<file path="src/rtl/core/tamaz_pkg.sv">
package tamaz_pkg;

   localparam int WINDOW_LENGTH = 6;
   localparam int SAMPLE_BITS   = 24;
   localparam int AXES          = 3;

   // running window sum and its magnitude
   localparam int SUM_BITS = SAMPLE_BITS + $clog2(WINDOW_LENGTH);
   localparam int ABS_BITS = SUM_BITS;

   // divide by window length as multiply by rounded-up reciprocal and shift
   localparam int DIV_SHIFT    = ABS_BITS + $clog2(WINDOW_LENGTH);
   localparam int DIV_MUL_BITS = ABS_BITS + 1;
   localparam logic [DIV_MUL_BITS-1:0] DIV_MUL =
      DIV_MUL_BITS'(((64'd1 << DIV_SHIFT) + 64'(WINDOW_LENGTH) - 64'd1)
                    / 64'(WINDOW_LENGTH));
   localparam int PROD_BITS = ABS_BITS + DIV_MUL_BITS;

   localparam int LEVEL_BITS    = SAMPLE_BITS + 1;
   localparam int REQ_DATA_BITS = ((AXES * SAMPLE_BITS + 7) / 8) * 8;
   localparam int RSP_DATA_BITS = ((AXES * LEVEL_BITS + 7) / 8) * 8;

   // item kinds carried in tuser
   localparam logic KIND_SAMPLE  = 1'b0;
   localparam logic KIND_CAPTURE = 1'b1;

   typedef logic signed [SAMPLE_BITS-1:0] sample_type;
   typedef logic signed [LEVEL_BITS-1:0]  level_type;

   typedef struct packed {
      logic shift;           // new sample enters the window
      logic advance;         // pipeline moves one stage
      logic stage2_capture;  // item in stage 2 is a zero capture
      logic retire_capture;  // zero capture leaves stage 2 this cycle
   } lane_ctl_type;

endpackage

</file>
<file path="src/rtl/core/tamaz_lane.sv">
module tamaz_lane (
   input  logic                  clock,
   input  logic                  reset,
   input  tamaz_pkg::lane_ctl_type ctl,
   input  tamaz_pkg::sample_type sample,
   output tamaz_pkg::level_type  level
);

   localparam int L  = tamaz_pkg::WINDOW_LENGTH;
   localparam int SB = tamaz_pkg::SUM_BITS;

   tamaz_pkg::sample_type win_ff [L];
   tamaz_pkg::sample_type win_in [L];
   logic signed [SB-1:0] sum_ff, sum_in;

   logic [tamaz_pkg::ABS_BITS-1:0]  sum_abs;
   logic [tamaz_pkg::PROD_BITS-1:0] prod_ff, prod_in;
   logic                            neg_ff;

   logic [tamaz_pkg::SAMPLE_BITS-1:0] mean_mag;
   logic [tamaz_pkg::LEVEL_BITS-1:0]  mag_ext;
   tamaz_pkg::level_type              mean_ext;
   tamaz_pkg::level_type              offset_ff, offset_in;

   // window shift, oldest reading in entry zero
   always_comb begin
      for (int i = 0; i < L - 1; i++) begin
         win_in[i] = win_ff[i + 1];
      end
      win_in[L-1] = sample;
   end

   assign sum_in = sum_ff - SB'(win_ff[0]) + SB'(sample);

   always_ff @(posedge clock) begin
      if (reset) begin
         for (int i = 0; i < L; i++) begin
            win_ff[i] <= '0;
         end
         sum_ff <= '0;
      end else if (ctl.shift) begin
         win_ff <= win_in;
         sum_ff <= sum_in;
      end
   end

   // stage 2: magnitude times reciprocal
   assign sum_abs = sum_ff[SB-1] ? tamaz_pkg::ABS_BITS'(-sum_ff)
                                 : tamaz_pkg::ABS_BITS'(sum_ff);
   assign prod_in = tamaz_pkg::PROD_BITS'(sum_abs)
                  * tamaz_pkg::PROD_BITS'(tamaz_pkg::DIV_MUL);

   always_ff @(posedge clock) begin
      if (ctl.advance) begin
         prod_ff <= prod_in;
         neg_ff  <= sum_ff[SB-1];
      end
   end

   // stage 3: truncate toward zero, apply offset
   assign mean_mag = prod_ff[tamaz_pkg::DIV_SHIFT +: tamaz_pkg::SAMPLE_BITS];
   assign mag_ext  = {1'b0, mean_mag};
   assign mean_ext = neg_ff ? -mag_ext : mag_ext;

   assign offset_in = ctl.stage2_capture ? -mean_ext : offset_ff;
   assign level     = mean_ext + offset_in;

   always_ff @(posedge clock) begin
      if (reset) begin
         offset_ff <= '0;
      end else if (ctl.retire_capture) begin
         offset_ff <= offset_in;
      end
   end

endmodule

</file>
<file path="src/rtl/core/tamaz_merge.sv">
module tamaz_merge (
   input  logic                                  clock,
   input  logic                                  reset,
   input  logic                                  res_valid,
   input  logic [tamaz_pkg::RSP_DATA_BITS-1:0]   res_data,
   output logic                                  up_ready,
   output logic                                  rsp_tvalid,
   input  logic                                  rsp_tready,
   output logic [tamaz_pkg::RSP_DATA_BITS-1:0]   rsp_tdata
);

   logic                                out_valid_ff, skid_valid_ff;
   logic [tamaz_pkg::RSP_DATA_BITS-1:0] out_data_ff, skid_data_ff;
   logic                                take;

   assign take       = out_valid_ff & rsp_tready;
   assign up_ready   = ~skid_valid_ff;
   assign rsp_tvalid = out_valid_ff;
   assign rsp_tdata  = out_data_ff;

   always_ff @(posedge clock) begin
      if (reset) begin
         out_valid_ff  <= 1'b0;
         skid_valid_ff <= 1'b0;
      end else if (skid_valid_ff) begin
         if (take) begin
            out_valid_ff  <= 1'b1;
            skid_valid_ff <= 1'b0;
         end
      end else if (res_valid) begin
         if (!out_valid_ff || take) begin
            out_valid_ff <= 1'b1;
         end else begin
            skid_valid_ff <= 1'b1;
         end
      end else if (take) begin
         out_valid_ff <= 1'b0;
      end
   end

   always_ff @(posedge clock) begin
      if (skid_valid_ff) begin
         if (take) begin
            out_data_ff <= skid_data_ff;
         end
      end else if (res_valid) begin
         if (!out_valid_ff || take) begin
            out_data_ff <= res_data;
         end else begin
            skid_data_ff <= res_data;
         end
      end
   end

   a_skid_needs_out: assert property (@(posedge clock) disable iff (reset)
      skid_valid_ff |-> out_valid_ff)
      else $error("skid holds a result while the output register is empty");

   a_skid_drain: assert property (@(posedge clock) disable iff (reset)
      skid_valid_ff && rsp_tready |=> out_valid_ff && !skid_valid_ff
                                      && out_data_ff == $past(skid_data_ff))
      else $error("skid result not moved to the output register");

   a_direct_load: assert property (@(posedge clock) disable iff (reset)
      res_valid && !skid_valid_ff && (!out_valid_ff || rsp_tready)
      |=> out_valid_ff && out_data_ff == $past(res_data))
      else $error("new result not loaded into the output register");

endmodule

</file>
<file path="src/rtl/core/three_axis_moving_average_zeroing_unit.sv">
// a result passes the running sum, the product register and the output register on its way to rsp_tvalid
// throughput: one item per cycle while the skid entry is free, every stage then takes a new transfer each cycle
// back pressure: a two-entry output stage (register plus skid) absorbs one stall
// reset: synchronous, active high; clears windows, sums, offsets and all valids
module three_axis_moving_average_zeroing_unit (
   input  logic                                clock,
   input  logic                                reset,
   input  logic                                req_tvalid,
   output logic                                req_tready,
   input  logic [tamaz_pkg::REQ_DATA_BITS-1:0] req_tdata,   // sample_x, sample_y, sample_z
   input  logic [0:0]                          req_tuser,   // kind
   output logic                                rsp_tvalid,
   input  logic                                rsp_tready,
   output logic [tamaz_pkg::RSP_DATA_BITS-1:0] rsp_tdata    // level_x, level_y, level_z, pad
);

   localparam int SB = tamaz_pkg::SAMPLE_BITS;
   localparam int LB = tamaz_pkg::LEVEL_BITS;
   localparam int AX = tamaz_pkg::AXES;

   // whole pipeline moves while the skid entry is free
   logic advance;
   logic accept;

   // stage 1 is the running sum itself, stage 2 the product register
   logic p1_valid_ff, p1_kind_ff;
   logic p2_valid_ff, p2_kind_ff;

   tamaz_pkg::lane_ctl_type lane_ctl;
   tamaz_pkg::level_type    level [AX];
   logic [tamaz_pkg::RSP_DATA_BITS-1:0] res_data;

   assign req_tready = advance;
   assign accept     = req_tvalid & advance;

   always_ff @(posedge clock) begin
      if (reset) begin
         p1_valid_ff <= 1'b0;
         p2_valid_ff <= 1'b0;
      end else if (advance) begin
         p1_valid_ff <= accept;
         p2_valid_ff <= p1_valid_ff;
      end
   end

   always_ff @(posedge clock) begin
      if (advance) begin
         p1_kind_ff <= req_tuser[0];
         p2_kind_ff <= p1_kind_ff;
      end
   end

   // a capture transfer leaves the windows alone
   assign lane_ctl.shift          = accept & (req_tuser[0] == tamaz_pkg::KIND_SAMPLE);
   assign lane_ctl.advance        = advance;
   assign lane_ctl.stage2_capture = p2_kind_ff == tamaz_pkg::KIND_CAPTURE;
   assign lane_ctl.retire_capture = advance & p2_valid_ff
                                  & (p2_kind_ff == tamaz_pkg::KIND_CAPTURE);

   // one lane per axis
   for (genvar a = 0; a < AX; a++) begin : g_lane
      tamaz_lane u_lane (
         .clock  (clock),
         .reset  (reset),
         .ctl    (lane_ctl),
         .sample (req_tdata[a*SB +: SB]),
         .level  (level[a])
      );
   end

   // merge lane results into one response word, zero padded
   always_comb begin
      res_data = '0;
      for (int a = 0; a < AX; a++) begin
         res_data[a*LB +: LB] = level[a];
      end
   end

   tamaz_merge u_merge (
      .clock      (clock),
      .reset      (reset),
      .res_valid  (p2_valid_ff),
      .res_data   (res_data),
      .up_ready   (advance),
      .rsp_tvalid (rsp_tvalid),
      .rsp_tready (rsp_tready),
      .rsp_tdata  (rsp_tdata)
   );

endmodule

</file>
<file path="config.mk">
export PLATFORM = sky130hd
export DESIGN_NAME = three_axis_moving_average_zeroing_unit
export DESIGN_NICKNAME = d
export VERILOG_FILES = /design/src/rtl/core/tamaz_pkg.sv /design/src/rtl/core/tamaz_lane.sv /design/src/rtl/core/tamaz_merge.sv /design/src/rtl/core/three_axis_moving_average_zeroing_unit.sv
export SDC_FILE = /design/constraint.sdc
export NUM_CORES = 2
export LEC_CHECK = 0
export BUFFER_PORTS_ARGS = -buffer_cell sky130_fd_sc_hd__buf_4
export CAP_MARGIN = 20
export CORE_ASPECT_RATIO = 1.2
export CORE_MARGIN = 4
export CORE_UTILIZATION = 25
export CTS_CLUSTER_SIZE = 16
export DETAILED_ROUTE_END_ITERATION = 16
export SETUP_SLACK_MARGIN = 0.3
export SYNTH_ARGS = -nofsm -noshare
export SYNTH_HDL_FRONTEND = slang
export SYNTH_SLANG_ARGS = --single-unit
</file>
<file path="constraint.sdc">
create_clock -name clock -period 14.8 [get_ports clock]
set_input_delay 2.96 -clock clock [delete_from_list [all_inputs] [get_ports clock]]
set_output_delay 2.96 -clock clock [all_outputs]
set_load 0.02 [all_outputs]
</file>
## Yosys cells after proc, flatten, opt, wreduce, memory -nomap -nowiden

Cells that the tools add are included.

- Word-level logic and storage cells: 99
- Bits in latches: 0
- Bits in read-only memories: 0
- Register bits: 914
- Memories kept: 0
- Memory bits (writable): 0
- Output and inout port bits: 82

- Add/sub/neg operators: 18
- Reductions and logical operators: 8
- Multiplexer cells: 22
- Shift operators: 0
- Bitwise operators: 8
- Divide/modulo/power cells: 0
- Equal/unequal tests: 2
- $mul: 3
- Order comparisons: 0

Operators with widths:

| operator | number |
|---|---|
| 80-bit two-way mux | 4 |
| 27-bit by 28-bit multiplier with 54-bit output, second input constant | 3 |
| 25-bit two-way mux | 6 |
| 27-bit by 24-bit adder with 27-bit output | 3 |
| 27-bit two-way mux | 3 |
| 27-bit negator | 3 |
| 27-bit by 24-bit subtractor with 27-bit output | 3 |
| 25-bit adder | 3 |
| 24-bit negator with 25-bit output | 3 |
| 25-bit negator | 3 |
| 1-bit two-way mux | 9 |
| 3-bit AND reduction | 3 |
| 2-bit nonzero test | 3 |
| 1-bit bitwise AND | 5 |
| 3-bit by 1-bit inequality test with 1-bit output, second input constant | 1 |
| 1-bit inverter | 3 |
| 2-bit inequality test, second input constant | 1 |
| 1-bit zero test | 1 |
| 1-bit logical OR | 1 |

## Logic depth before layout (Yosys ltp)

- Depth in word-level cells: 8
- Mapped depth: 34

## Cells and area by module

Synthesis repeated with hierarchy kept, for this count alone.

- Cells, all modules: 7,209
- Area, all modules: 70,108.5 um2

Modules (own cells, without submodules):

| module | cells each | area each (um2) | times used |
|---|---|---|---|
| tamaz_lane (g_lane[0].u_lane) | 2,370 | 21,637.0 | 1 |
| tamaz_lane (g_lane[2].u_lane) | 2,280 | 21,280.4 | 1 |
| tamaz_lane (g_lane[1].u_lane) | 2,285 | 21,169.1 | 1 |
| tamaz_merge | 262 | 5,874.4 | 1 |
| three_axis_moving_average_zeroing_unit | 12 | 147.6 | 1 |

## Least setup slack after synthesis

Ideal clock, no wire load.

- Path kind: input to register
- Start point: input rsp_tready
- End point: register u_merge.skid_data_ff[0] (netlist bit) (enable)
- Stages on the path: 1
- Data required time: 14.183 ns
- Setup slack: 5.730 ns
- Arrival time: 8.453 ns
- Cell sequence: nor3b_1

- Word-level cells in the longest chain between the ends: 4

RTL lines:

| what | RTL line | RTL |
|---|---|---|
| start, declared | three_axis_moving_average_zeroing_unit.sv:13 | `input logic rsp_tready,` |
| 1-bit bitwise AND | tamaz_merge.sv:16 | `assign take = out_valid_ff & rsp_tready;` |
| 1-bit logical OR | tamaz_merge.sv:47 | `if (!out_valid_ff \|\| take) begin` |
| 1-bit inverter (no line) | n/a |  |
| 3-bit AND reduction (no line) | n/a |  |
| end signal, assigned | tamaz_merge.sv:50 | `skid_data_ff <= res_data;` |
| end, declared | tamaz_merge.sv:13 | `logic [tamaz_pkg::RSP_DATA_BITS-1:0] out_data_ff, skid_data_ff;` |

Every way passes these cells.
A chain may end at the register's enable or synchronous reset.

## Worst setup path after layout

- Start point: register g_lane[2].u_lane.sum_ff[2]
- End point: register g_lane[2].u_lane.prod_ff[53] (netlist bit) (data pin)

- Word-level cells in the longest chain between the ends: 3

RTL lines:

| what | RTL line | RTL |
|---|---|---|
| start, declared | tamaz_lane.sv:14 | `logic signed [SB-1:0] sum_ff, sum_in;` |
| start signal, assigned | tamaz_lane.sv:43 | `sum_ff <= sum_in;` |
| 27-bit negator | tamaz_lane.sv:48 | `assign sum_abs = sum_ff[SB-1] ? tamaz_pkg::ABS_BITS'(-sum_ff)` |
| 27-bit two-way mux (*) | tamaz_lane.sv:48 |  |
| 27-bit by 28-bit multiplier with 54-bit output (*) | tamaz_lane.sv:51 | `* tamaz_pkg::PROD_BITS'(tamaz_pkg::DIV_MUL);` |
| named net g_lane[2].u_lane.prod_in, one bit | tamaz_lane.sv:17 | `logic [tamaz_pkg::PROD_BITS-1:0] prod_ff, prod_in;` |
| end signal, assigned | tamaz_lane.sv:55 | `prod_ff <= prod_in;` |
| end, declared | tamaz_lane.sv:17 |  |

The timed path passes the listed nets; every way through them passes the cells marked *.

==> results_tabular.tex <==
\begin{tabular}{lr}
\hline
Metric & Value \\
\hline
\multicolumn{2}{l}{\textbf{Run status}} \\
\quad Status & finished clean \\
\multicolumn{2}{l}{\textbf{GRT}} \\
\quad Global-route total usage across every layer & 0.109 \\
\quad First-pass GRT wire length & 257000 um \\
\quad Largest net degree at the start of global routing & around 190 \\
\quad Via count of the first global-routing pass & just under 50000 \\
\quad Antenna violations before repair & 4 \\
\quad Grt total ovfl & 0 \\
\multicolumn{2}{l}{\textbf{Clock tree}} \\
\quad Number of sinks handled by clock tree synthesis & between 800 and 900 \\
\quad Latest clock arrival within the worst-skew pair & around 0.69 ns \\
\quad TritonCTS clock tree & built \\
\quad Number of hold buffers added after CTS & 0 \\
\quad Clock slew at the register clock pins of the worst setup and hold paths & around 0.060 ns \\
\quad H-tree Lvls & 3 \\
\quad Clock buffers created by TritonCTS & between 80 and 90 \\
\quad Root cell of the clock tree & sky130\_fd\_sc\_hd\_\_clkbuf\_16 \\
\quad Buffers inserted by post-CTS timing repair & 0 \\
\quad Buffer depth of the longest clock path & 3 \\
\quad Gates resized, CTS repair & 0 \\
\multicolumn{2}{l}{\textbf{Detailed routing}} \\
\quad Per-cell routed wire length & around 14 um \\
\quad Final routed wirelength across all metal layers & between 150000 and 200000 um \\
\quad Router iterations before antenna repair & 5 \\
\quad Via total after detailed routing & 49100 \\
\quad Vias per inst & roughly 4.3 \\
\quad Drc violations & 0 \\
\quad DRT antenna net count & 0 \\
\quad First DRT Iteration DRCs & approximately 2900 \\
\multicolumn{2}{l}{\textbf{Timing}} \\
\quad Post-route minimum period & about 9.6 ns \\
\quad Final Hold Vio Count & 0 \\
\quad RSZ-0062 raised after global routing & false \\
\quad Final critical-path share of the clock period & 0.649 \\
\quad Final number of max-transition violations & 0 \\
\quad Worst slew margin relative to its limit & 0.250 \\
\quad Final setup skew & 0.0321 ns \\
\quad Hold slack & roughly 0.43 ns \\
\quad Total negative slack & 0 ns \\
\quad Setup violations, final & 0 \\
\quad Slew at the pin closest to its max-slew limit & 1.10 ns \\
\quad Maximum operating frequency & $\sim$100 MHz \\
\multicolumn{2}{l}{\textbf{Flow run}} \\
\quad Number of violations of the max-capacitance limit & 0 \\
\multicolumn{2}{l}{\textbf{Critical path}} \\
\quad Cell occurring most often along the worst timing path & sky130\_fd\_sc\_hd\_\_fa\_1 \\
\quad Critical path endpoint category & register \\
\quad Cell with the largest stage delay on the worst path & sky130\_fd\_sc\_hd\_\_or4\_1 \\
\quad Data required time of the critical path & 15.20 ns \\
\quad Reg2reg path depth & 28 \\
\quad Reg2Reg Launch Point & g\_lane[2].u\_lane.sum\_ff[2] \\
\quad R2r setup slk & 5.20 ns \\
\quad Startpoint type of the worst setup path & register \\
\quad Slowest stage delay, CP & just over 0.6 ns \\
\quad Largest fanout on the critical path & 5 \\
\quad Worst Path Arrival & 10.00 ns \\
\quad R2r endpoint & g\_lane[2].u\_lane.prod\_ff[53] \\
\quad CP Class & reg2reg \\
\multicolumn{2}{l}{\textbf{Yosys}} \\
\quad Synth area leaders & sky130\_fd\_sc\_hd\_\_fa\_1 19\%, sky130\_fd\_sc\_hd\_\_dfxtp\_1 17\%, sky130\_fd\_sc\_hd\_\_ha\_1 14\%, sky130\_fd\_sc\_hd\_\_edfxtp\_1 9.9\%, sky130\_fd\_sc\_hd\_\_nand2\_1 6.9\% \\
\quad Top cells by count, synth & 1279 x sky130\_fd\_sc\_hd\_\_nand2\_1, 1268 x sky130\_fd\_sc\_hd\_\_inv\_1, 776 x sky130\_fd\_sc\_hd\_\_ha\_1 \\
\quad Cell type with the largest total area after synthesis & sky130\_fd\_sc\_hd\_\_fa\_1 \\
\quad Syn Area/Cell & 8.90 um\^{}2 \\
\quad Fraction of synthesized cell area taken by the top area cell type & 0.189 \\
\quad Combined area of all synthesized cells & 0.0692 mm\^{}2 \\
\quad Main synth FF type & sky130\_fd\_sc\_hd\_\_dfxtp\_1 \\
\quad Unique masters post-synth & 91 \\
\quad Number of enable flip-flop cells after synthesis & 227 \\
\quad Cell with the most instances after synthesis & sky130\_fd\_sc\_hd\_\_nand2\_1 \\
\quad Post-Synthesis Cells & approximately 7800 \\
\quad Flop and latch count out of synthesis & approximately 800 \\
\quad Synth warn & 0 \\
\quad Async set or reset register ratio after synthesis & 0 \\
\quad Sequential area share after synthesis & 0.270 \\
\multicolumn{2}{l}{\textbf{Hold path}} \\
\quad Hold path endpoint & p2\_kind\_ff \\
\quad Worst Min Path Start & p1\_kind\_ff \\
\quad Cells on Worst Hold Path & 0 \\
\quad Min-delay worst type & reg2reg \\
\multicolumn{2}{l}{\textbf{Floorplan}} \\
\quad Initial Util & 0.251 \\
\quad Core area & $\sim$0.28 mm\^{}2 \\
\quad Height of the die & $\sim$580 um \\
\quad Horizontal die dimension & 488 um \\
\quad Num ports & 159 \\
\quad Row count & between 200 and 250 \\
\quad Die footprint & 0.285 mm\^{}2 \\
\multicolumn{2}{l}{\textbf{Cells and area}} \\
\quad Combined area of the multi-input logic cells & about 0.045 mm\^{}2 \\
\quad Finished layout cell area & $\sim$0.077 mm\^{}2 \\
\quad Share of post-route cells with drive strength above 1 & 0.0545 \\
\quad Area taken by flip-flops and latches & between 0.015 and 0.02 mm\^{}2 \\
\quad Number of nets at the end of the flow & 9291 \\
\quad Area overhead of the layout relative to synthesis & 11.7\% \\
\quad Fill cell instance count of the final layout & slightly below 30000 \\
\multicolumn{2}{l}{\textbf{Placed design}} \\
\quad Area post-placement & roughly 0.074 mm\^{}2 \\
\quad \# port buffers & approximately 150 \\
\quad Last weighted congestion value of the routability-driven placer & roughly 0.87 \\
\quad HPWL reported at the end of detailed placement & approximately 120000 um \\
\hline
\end{tabular}
cells by family after synthesis:
family / share of synthesized area
AO/OA/AOI/OAI: 0.120
XOR/XNOR: 0.0551
adder cells (fa/ha/maj): 0.330
buffers and inverters: 0.0840
flip-flops: 0.270
multiplexers: 0.0107
other: 0.000109
AND/OR/NAND/NOR: 0.130
layer usage:
| layer | part of all wire | routed length [um] | GRT usage | vias to the layer above |
|---|---|---|---|---|
| met5 | 0.000083 | 13 | 0 | - |
| met3 | 0.034 | 5310 | 0.0125 | 158 |
| met4 | 0.021 | 3290 | 0.0276 | 2 |
| li1 | - | - | - | 25400 |
| met2 | 0.42 | 66200 | 0.165 | 666 |
| met1 | 0.52 | 82100 | 0.164 | 22800 |
metrics by stage:
stage               cells  utilization  worst slack, ns
floorplan            7779            -             5.73
global placement    11300        0.269             5.30
detailed placement  11300        0.269             5.17
CTS                 11500        0.280             5.06
global route        11500        0.280             4.50
finish              11500        0.280             5.20
final cells by class:
class | instances | share of cell area
clock buffer | 108 | 0.0311
timing repair buffer | 186 | 0.0188
clock inverter | 51 | 0.00870
inverter | 1270 | 0.0618
antenna | 2 | 0.0000648
multi-input combinational | 5419 | 0.579
tap | 3621 | 0.0587
sequential | 819 | 0.242
flip-flops by register name, indices dropped and copies added, names as in the netlist, 3 cells and up:
name and count:
g_lane.u_lane.win_ff 432, g_lane.u_lane.sum_ff 81, g_lane.u_lane.offset_ff 75, u_merge.rsp_tdata 75, u_merge.skid_data_ff 75, g_lane.u_lane.prod_ff 72
g_lane.u_lane.neg_ff 3
placed cells by master, fill, tap and decap left out, drive strengths merged, types with 17 or more instances in the layout:
| cell | n |
|---|---|
| or2 | 21 |
| xor2 | 115 |
| nor2 | 306 |
| edfxtp | 227 |
| o21bai | 27 |
| dfxtp | 592 |
| ha | 776 |
| nand3 | 80 |
| xnor2 | 319 |
| nor4 | 18 |
| mux2 | 50 |
| o21ai | 170 |
| fa | 654 |
| a211oi | 85 |
| nand4 | 50 |
| and3 | 30 |
| clkinv | 27 |
| a21oi | 772 |
| buf | 186 |
| mux2i | 17 |
| o211ai | 22 |
| clkbuf | 108 |
| o31ai | 51 |
| or3 | 40 |
| inv | 1276 |
| o21a | 28 |
| a31oi | 32 |
| nor2b | 39 |
| nand2b | 52 |
| nand2 | 1279 |
| a21o | 91 |
| o41ai | 21 |
| nor3 | 78 |
worst max path at each step:
stage / startpoint / endpoint / depth (start not counted)
global placement: g_lane[2].u_lane.sum_ff[2] / g_lane[2].u_lane.prod_ff[53] / 28
global route: g_lane[2].u_lane.sum_ff[1] / g_lane[2].u_lane.prod_ff[53] / 29
floorplan: rsp_tready / u_merge.skid_data_ff[0] / 1
finish: g_lane[2].u_lane.sum_ff[2] / g_lane[2].u_lane.prod_ff[53] / 28
CTS: g_lane[2].u_lane.sum_ff[3] / g_lane[2].u_lane.prod_ff[53] / 28
detailed placement: g_lane[2].u_lane.sum_ff[3] / g_lane[2].u_lane.prod_ff[53] / 28
worst max-delay path: cells and delay by family, from the launching register on:
family / cells / cell delay (ns)
AO/OA/AOI/OAI: 6 / 1.71
flip-flops: 1 / 0.33
AND/OR/NAND/NOR: 9 / 3.10
buffers and inverters: 3 / 0.31
adder cells (fa/ha/maj): 7 / 3.10
XOR/XNOR: 3 / 0.73
Power is left out: the tool's default activity adds up to more than one toggle a clock period on the data nets, which glitch-free logic cannot reach.
